[config.mk]
export PLATFORM = sky130hd
export DESIGN_NAME = lag_cell
export DESIGN_NICKNAME = d
export VERILOG_FILES = /design/src/rtl/core/lag_pkg.sv /design/src/rtl/core/lag_cell.sv
export SDC_FILE = /design/constraint.sdc
export NUM_CORES = 1
export LEC_CHECK = 0
export ABC_AREA = 1
export BUFFER_PORTS_ARGS = -buffer_cell sky130_fd_sc_hd__buf_2
export CAP_MARGIN = 20
export CORE_AREA = 8 8 45 47
export DETAILED_ROUTE_END_ITERATION = 10
export DIE_AREA = 0 0 53 55
export GPL_TIMING_DRIVEN = 0
export MAX_ROUTING_LAYER = met4
export PLACE_DENSITY_LB_ADDON = 0.15
export SKIP_LAST_GASP = 1
export SLEW_MARGIN = 20
export SYNTH_ARGS = -nofsm -noshare
export SYNTH_HDL_FRONTEND = slang
export SYNTH_SLANG_ARGS = --single-unit
[constraint.sdc]
create_clock -name clock -period 10 [get_ports clock]
set_clock_uncertainty 0.2 [all_clocks]
set_input_delay 2 -clock clock [delete_from_list [all_inputs] [get_ports clock]]
set_output_delay 2 -clock clock [all_outputs]
set_load 0.02 [all_outputs]
[src/rtl/core/lag_pkg.sv]
// shared types and constants for the life automaton grid
package lag_pkg;

   localparam int DEF_GRID_ROWS = 64;
   localparam int DEF_GRID_COLS = 64;
   localparam int ADDR_W        = 6;
   localparam int NBR_W         = 4;

   localparam logic [NBR_W-1:0] BIRTH_COUNT = 4'd3;
   localparam logic [NBR_W-1:0] STAY_COUNT  = 4'd2;

   typedef enum logic [1:0] {
      FUNC_SET     = 2'd0,
      FUNC_CLEAR   = 2'd1,
      FUNC_ADVANCE = 2'd2,
      FUNC_READ    = 2'd3
   } func_type;

   typedef enum logic [1:0] {
      ST_IDLE,
      ST_CELL,
      ST_ADVANCE,
      ST_FINISH
   } state_type;

   // one column of the three-row window
   typedef struct packed {
      logic above;
      logic mid;
      logic below;
   } col_window_type;

endpackage

[src/rtl/core/lag_cell.sv]
// one column cell: holds the upper two window rows and applies the b3/s23 rule
module lag_cell (
   input  logic                    clock,
   input  logic                    clear,
   input  logic                    shift_en,
   input  logic                    below_in,
   input  lag_pkg::col_window_type left_win,
   input  lag_pkg::col_window_type right_win,
   output lag_pkg::col_window_type own_win,
   output logic                    next_alive
);

   logic                       above_ff;
   logic                       mid_ff;
   logic [lag_pkg::NBR_W-1:0]  count;

   always_ff @(posedge clock) begin
      if (clear) begin
         above_ff <= 1'b0;
         mid_ff   <= 1'b0;
      end else if (shift_en) begin
         above_ff <= mid_ff;
         mid_ff   <= below_in;
      end
   end

   assign own_win.above = above_ff;
   assign own_win.mid   = mid_ff;
   assign own_win.below = below_in;

   always_comb begin
      count = {3'b000, left_win.above} + {3'b000, left_win.mid} + {3'b000, left_win.below}
            + {3'b000, above_ff} + {3'b000, below_in}
            + {3'b000, right_win.above} + {3'b000, right_win.mid}
            + {3'b000, right_win.below};
      next_alive = (count == lag_pkg::BIRTH_COUNT)
                || (mid_ff && (count == lag_pkg::STAY_COUNT));
   end

endmodule

==> impl_metrics.yaml <==
clock_tree:
  insertion_delay_ns: 0.22
  cts_sinks: 2
  post_cts_resized: 0
  clk_pin_slew_ns: 0.03
  tritoncts: "built"
  clockBufferDepth: 2
  cts_buffers: 3
  cts_root_buf: "clkbuf_4"
  postCtsSetupRepairBufs: 0
  hold_buffers: 0
  htree_levels: 1
sta:
  timing.final.crit_share_pct: 69.64
  max_freq_mhz: 143.6
  slew-limit-headroom_pct: 88.09
  setup_tns_ns: 0
  fin_crit_ns: 6.964
  finalHoldViolCount: 0
  rsz0062_at_grt: "false"
  fin_hold_ws_ns: 0.2976
  setup_viol_count_final: 0
  worst_slew_pin_slew_ns: 0.1775
  slew_viol_final: 0
place:
  dp.cells: 66
  dp_hpwl_um: 506.7
  gp_congestion: 0.6071
  io_buffer_count: 13
logic_synthesis:
  yosys.area.top_type: "fa_1"
  synth_ff_type: "dfxtp_1"
  synth-seq-cells: 2
  yosysSeqAreaShare_pct: 14.04
  netlist_top_cells_area: "fa_1, inv_1, dfxtp_1"
  synth_cells: 37
  yosysWarnings: 0
  avgSynthCellArea_sq_um: 7.710
  ys_top_cells_by_count: "inv_1, fa_1, buf_4, ha_1, nand2_1"
  synth_top_area_share_pct: 28.07
  synth_edf_count: 0
  synth_area_sq_um: 285.3
  async_reset_ff_share_pct: 0
  synth_most_common_cell: "inv_1"
  ys_types: 10
  syn_nets: 54
setup_path:
  setup.worst_path.end_class: "output port"
  crit_required_ns: 7.80
  crit_chain: "buf_2, inv_1, fa_1, fa_1, fa_1, inv_1, ha_1, fa_1, nand3_1, a21oi_1, buf_2"
  cp_top_family: "adder cells"
  cp.buffers_inverters: 4
  startpoint_type: "input port"
  worstPathArrival_ns: 4.76
  worst-setup-path-type: "in -> out"
  crit_fanout: 2
  slowest_delay_ns: 0.55
  cpMostUsedCell: "fa_1"
  slowest_stage: "fa_1"
final_layout:
  n_fill_cell: 163
  antenna-diode-count: 0
  fin_util_pct: 28.39
  syn2layout_area_growth_pct: 37.72
  ff_latch_area_sq_um: 40.04
  fin_cells: 69
  num-nets-final: 72
  multiInputGateArea_sq_um: 166.4
  drive_above_1_share_pct: 35.85
global_route:
  grt_remaining_overflow: 0
  grt_pass1_wl_um: 945
  grt_pass1_vias: 271
  grt_max_degree: 5
  antenna_found_initial: 0
  grtUsageTotal_pct: 4.348
power_and_ir_drop:
  p_comb_share_pct: 51.3
  power_switching_mw: 0.02007
  ir_drop_mv: 0.05240
  p_clk_share_pct: 32.0
  swShare_pct: 37.03
  seqPwrFrac_pct: 16.6
  internal-power_mw: 0.03413
  design_power_total_mw: 0.05420
  p_leak_nw: 0.2402
  p_per_area_nw_per_um2: 138.0
drt:
  via_per_inst: 3.522
  ant_nets: 0
  routedWlPerCell_um: 8.304
  dr.pass1.iters: 2
  drt-total-wl_um: 573
  drt-initial-drc-count: 2
  via_count: 243
  drc: 0
floorplanning:
  die_height_um: 55
  die-area_sq_um: 2915
  core_area_sq_um: 1384
  initial_core_util_pct: 20.61
  num_rows: 14
  fp.dieW_um: 53
  num_io_pins: 14
job:
  maxCapViolCount: 0
outcome:
  status: "complete, no violations"
hold_path:
  hp-class: "reg -> reg"
metrics by stage:
step                      instance area [sq um]  setup slack (ns)
final                                     392.9             3.036
after global routing                      392.9             2.892
after CTS                                 392.9             3.018
after detailed placement                  370.4             3.030
after global placement                    370.4             3.022
after floorplan                           285.3             3.165
worst min-delay path, stage by stage, from the launching register on:
cell and delay (ns):
dfxtp_1 0.31, nor2_1 0.09, a211oi_1 0.05
cells by family after synthesis:
group | Yosys count | synth area share, %
simple gates | 7 | 10.09
compound gates | 3 | 7.014
buf+inv | 18 | 27.63
fa+ha+maj | 7 | 41.23
flops | 2 | 14.04
sequential cells by signal (all words and copies together) (netlist names):
signal and flops:
above_ff 1, mid_ff 1
cells in the final DEF, fill, tap and decap left out:
cell / count
inv_1: 15
a21oi_1: 1
nor2_1: 2
a211oi_1: 2
fa_1: 4
ha_1: 3
nand3_1: 2
buf_2: 13
dfxtp_1: 2
buf_4: 3
clkbuf_4: 3
nand2_1: 3
layout make-up:
| type | count | area share [%] |
|---|---|---|
| multi-input combinational | 17 | 42.36 |
| timing repair buffer | 13 | 16.56 |
| inverter | 15 | 14.33 |
| sequential | 2 | 10.19 |
| clock buffer | 3 | 5.732 |
| buffer | 3 | 5.732 |
| tap | 16 | 5.096 |
power by group through the flow:
stage                     clock network, mW  logic (mW)  registers [mW]
after floorplan                           0      0.0205         0.00900
after global placement                    0      0.0284         0.00914
after detailed placement                  0      0.0281         0.00913
after CTS                            0.0179      0.0286         0.00903
after global routing                 0.0189      0.0335         0.00905
final                                0.0174      0.0278         0.00902
final timing paths:
| check | start | endpoint | slack (ns) | depth (start not counted) |
|---|---|---|---|---|
| setup / recovery | below_in | next_alive | 3.04 | 11 |
| hold / removal | above_ff | above_ff | 0.30 | 2 |
| setup reg to reg | mid_ff | above_ff | 9.12 | 2 |
| hold reg to reg | above_ff | above_ff | 0.30 | 2 |
layer usage:
metal	vias to the layer above	track usage (%)	routed length, um
met4	0	2.586	0
met3	0	0.2674	36
met5	-	-	0
met1	101	4.747	245
li1	135	-	-
met2	7	7.617	291
Note: power is estimated with default switching activity, not from simulation.
