`src/rtl/core/lag_pkg.sv`:
```
// shared types and constants for the life automaton grid
package lag_pkg;

   localparam int DEF_GRID_ROWS = 64;
   localparam int DEF_GRID_COLS = 64;
   localparam int ADDR_W        = 6;
   localparam int NBR_W         = 4;

   localparam logic [NBR_W-1:0] BIRTH_COUNT = 4'd3;
   localparam logic [NBR_W-1:0] STAY_COUNT  = 4'd2;

   typedef enum logic [1:0] {
      FUNC_SET     = 2'd0,
      FUNC_CLEAR   = 2'd1,
      FUNC_ADVANCE = 2'd2,
      FUNC_READ    = 2'd3
   } func_type;

   typedef enum logic [1:0] {
      ST_IDLE,
      ST_CELL,
      ST_ADVANCE,
      ST_FINISH
   } state_type;

   // one column of the three-row window
   typedef struct packed {
      logic above;
      logic mid;
      logic below;
   } col_window_type;

endpackage

```
`src/rtl/core/lag_row_store.sv`:
```
// row-wide grid memory with per-row valid bits, reads dead for unwritten rows
module lag_row_store #(
   parameter int ROWS = lag_pkg::DEF_GRID_ROWS,
   parameter int COLS = lag_pkg::DEF_GRID_COLS,
   localparam int ROW_W = $clog2(ROWS)
) (
   input  logic             clock,
   input  logic             reset,
   input  logic             rd_en,
   input  logic [ROW_W-1:0] rd_addr,
   output logic [COLS-1:0]  rd_data,
   input  logic             wr_en,
   input  logic [ROW_W-1:0] wr_addr,
   input  logic [COLS-1:0]  wr_data
);

   logic [COLS-1:0] mem [ROWS];
   logic [ROWS-1:0] row_valid_ff;
   logic [COLS-1:0] rd_raw_ff;
   logic            rd_ok_ff;

   always_ff @(posedge clock) begin
      if (wr_en) begin
         mem[wr_addr] <= wr_data;
      end
      if (rd_en) begin
         rd_raw_ff <= mem[rd_addr];
      end
   end

   always_ff @(posedge clock) begin
      if (reset) begin
         row_valid_ff <= '0;
         rd_ok_ff     <= 1'b0;
      end else begin
         if (wr_en) begin
            row_valid_ff[wr_addr] <= 1'b1;
         end
         if (rd_en) begin
            rd_ok_ff <= row_valid_ff[rd_addr];
         end
      end
   end

   assign rd_data = rd_ok_ff ? rd_raw_ff : '0;

endmodule

```
`config.mk`:
```
export PLATFORM = sky130hd
export DESIGN_NAME = lag_row_store
export DESIGN_NICKNAME = d
export VERILOG_FILES = /design/src/rtl/core/lag_pkg.sv /design/src/rtl/core/lag_row_store.sv
export SDC_FILE = /design/constraint.sdc
export NUM_CORES = 2
export LEC_CHECK = 0
export BUFFER_PORTS_ARGS = -buffer_cell sky130_fd_sc_hd__buf_4
export CAP_MARGIN = 25
export CELL_PAD_IN_SITES_DETAIL_PLACEMENT = 1
export CELL_PAD_IN_SITES_GLOBAL_PLACEMENT = 1
export CORE_ASPECT_RATIO = 1.5
export CORE_MARGIN = 2
export CORE_UTILIZATION = 57
export CTS_CLUSTER_SIZE = 12
export DETAILED_ROUTE_END_ITERATION = 7
export PLACE_DENSITY = 0.91
export SYNTH_ARGS = -nofsm -noshare
export SYNTH_HDL_FRONTEND = slang
export SYNTH_SLANG_ARGS = --single-unit
```
`constraint.sdc`:
```
create_clock -name clock -period 6.75 [get_ports clock]
set_clock_uncertainty 0.15 [all_clocks]
set_input_delay 0.3375 -clock clock [delete_from_list [all_inputs] [get_ports clock]]
set_output_delay 0.3375 -clock clock [all_outputs]
set_load 0.01 [all_outputs]
```
==> impl_metrics.toml <==
[clock_tree]
clk_transition_reported_paths_ns = 0.08
cts_hold_repair.buffers = 67
clock_insertion_delay_worst_skew_ns = 0.98
cts_num_sinks = 4225
post_cts.repair.setup_buffers = 0
tritoncts_clock_tree = "built"
cts.path.max_buffers = 4
clock_tree.htree_level_count = 5
cts.repair.resized = 0
cts-buffers-inserted = 399
cts_root_buffer = "sky130_fd_sc_hd__clkbuf_16"

[synth]
synth_edf_count = 4160
synth.largest_area_cell = "sky130_fd_sc_hd__edfxtp_1"
synth_top_cell_area_share = 0.782
postSynthCellCount = 6380
synthFlopType = "sky130_fd_sc_hd__edfxtp_1"
yosys.cell_count.top_type = "sky130_fd_sc_hd__edfxtp_1"
post_synthesis_cell_type_count = 32
flip_flop_and_latch_count_after_synthesis = 4225
mappedNetlistArea_um2 = 160000
synth-async-reset-ratio = 0
synth_fp_nets = 6460
synth_sequential_area_ratio = 0.791
synth-warning-count = 0
mean_syn_cell_area_um2 = 25.0
most_frequent_cells_after_synthesis = "sky130_fd_sc_hd__edfxtp_1, sky130_fd_sc_hd__mux4_2, sky130_fd_sc_hd__nor2_1"
post_synth_main_area_contributors = "sky130_fd_sc_hd__edfxtp_1, sky130_fd_sc_hd__mux4_2, sky130_fd_sc_hd__dfxtp_1"

[worst_setup_path]
critPathTopFamily = "buffers and inverters"
worst_setup_path_startpoint = "rd_ok_ff"
critical-path-slowest-cell = "sky130_fd_sc_hd__buf_4"
crit_chain = "buf_4 > and2_1 > buf_4"
worst-path-max-fanout = 49
crit_path_start_kind = "flip-flop"
worstSetupPathDepth = 3
cp.required_ns = 6.26
rr_startpoint = "mem[49][4]"
critical_path_s_most_frequent_cell = "sky130_fd_sc_hd__buf_4"
critPathArrivalTime_ns = 3.41
critical_path.n_buffers_inverters = 2
timing_worst_setup_path_type = "flip-flop to output pin"
crit_path_max_incr_delay_ns = 0.93
worst_setup_path_end_kind = "output pin"
worstRegToRegCells = 4

[power_and_ir_drop]
share_comb_of_total_power = 0.051
netSwitchingFraction = 0.237
p_leak_nw = 54.9
share_clk_of_total_power = 0.405
seq_power_share = 0.544
net-switching-power_mw = 12.7
power_density_over_cell_area_nw_per_um2 = 301
ir_drop_mv = 0.319
internal-power_mw = 40.9

[die]
die_y_um = 652
fp.coreArea_um2 = 279000
floorplan.rows = 238
floorplan.die_area_um2 = 284000
start_util = 0.572
ios = 144
die_w_um = 436

[place]
dp_hpwl_um = 255000
instance_area_after_placement_um2 = 167000
place_congestion = 0.781
port-buffer-count = 143

[sta]
finalSetupViolations = 0
fin_hold_ws_ns = 0.0998
finalWorstPathRequiredPeriod_ns = 3.89
fmax_mhz = 257
hold_viol = 0
setup_tns_ns = 0
report.final.slew_viol_count = 0
max-slew-margin-rel = 0.120
min_period_over_period = 0.577
rsz0062_at_grt = "no"
worst_slew_pin_slew_ns = 1.32

[run]
cap_violations = 0

[worst_hold_path]
worstHoldPathType = "input port to flip-flop"
whs_path_depth = 3
timing.hold.worst.start = "wr_addr[2]"

[routing]
detail_route.vias_per_cell = 8.34
dr.pass1.iters = 6
route.vias.total = 89200
final_antenna_net_count = 0
total_routed_wirelength_um = 614000
wire_per_inst_um = 57.4
violation_count_after_the_first_detailed_route_iteration = 21200
drc = 0

[global_route]
grt_util_all_layers = 0.424
grt_max_degree = 129
grt_first_pass_wirelength_um = 803000
globalRoute.totalOverflow = 0
first_global_vias = 88600
grt_antenna_before_repair = 49

[outcome]
status = "finished clean"

[final_layout]
finish.instance_area_um2 = 178000
fin_nets = 6924
post_route_cells_drive_above_1_share = 0.307
flow.area_growth_from_synthesis_pct = 11.7
-- routing by layer --
metal  up-vias  routed length [µm]  global-route usage
met1     44300              167000               0.518
met4        58               64300               0.344
met5         -                 460                   0
met3      3694              106000               0.129
li1      28400                   -                   -
met2     12800              276000               0.632
-- power groups by stage --
stage	Sequential (mW)	Clock, mW	Combinational [mW]
after floorplan	29.6	0	1.41
after global routing	29.2	22.1	2.74
final	29.2	21.7	2.73
after detailed placement	29.7	0	2.42
after global placement	29.7	0	2.24
after CTS	29.2	20.8	2.57
-- cell type report --
type	instances	area, µm²
Antenna cell	39	97.6
Clock buffer	468	10400
Clock inverter	27	315
Fill cell	21600	101000
Multi-Input combinational cell	1815	32400
Sequential cell	4225	126000
Tap cell	3720	4650
Timing Repair Buffer	403	4280
-- metrics by stage --
stage | setup WS [ns] | instances | total power, mW | util
6_report | 2.86 | 10700 | 53.6 | 0.639
5_1_grt | 2.85 | 10700 | 54.0 | 0.638
4_1_cts | 3.03 | 10600 | 52.6 | 0.637
3_5_place_dp | 2.72 | 10100 | 32.1 | 0.596
3_3_place_gp | 2.84 | 10100 | 31.9 | 0.596
2_1_floorplan | 0.819 | 6380 | 31.1 | -
-- sequential cells by signal, indices dropped and copies added (netlist names) --
| name | count |
|---|---|
| rd_ok_ff | 1 |
| rd_raw_ff | 64 |
| row_valid_ff | 64 |
| mem | 4096 |
-- cells by family after synthesis --
group,share of synthesized area
AOI/OAI and AO/OA,0.00707
buffers and inverters,0.00970
DFF,0.791
muxes,0.182
and+or+nand+nor,0.0103
-- cell usage in the layout (no fill, tap or decap), types with 60 or more instances in the layout --
cell type                       count
sky130_fd_sc_hd__dfxtp_1           64
sky130_fd_sc_hd__buf_12            62
sky130_fd_sc_hd__mux4_2          1290
sky130_fd_sc_hd__nand2_1           73
sky130_fd_sc_hd__nor2_1           125
sky130_fd_sc_hd__clkbuf_16        407
sky130_fd_sc_hd__clkbuf_1          60
sky130_fd_sc_hd__and2_1            65
sky130_fd_sc_hd__dlygate4sd3_1     67
sky130_fd_sc_hd__buf_4            255
sky130_fd_sc_hd__nor2_4            61
sky130_fd_sc_hd__a22oi_1          130
sky130_fd_sc_hd__edfxtp_1        4160
-- tightest hold or removal path, cell delays in order --
cell and delay (ns):
sky130_fd_sc_hd__buf_4 0.17, sky130_fd_sc_hd__nand2_1 0.38, sky130_fd_sc_hd__nor2_4 0.12
-- path summary, 6_finish.rpt --
check	endpoint	slack (ns)
worst max-delay path	rd_data[3]	2.86
worst min-delay path	mem[47][54]	0.1
worst max register to register	rd_raw_ff[4]	3.89
worst min register to register	row_valid_ff[47]	0.37
No activity file was read; power rests on OpenSTA's default activity.
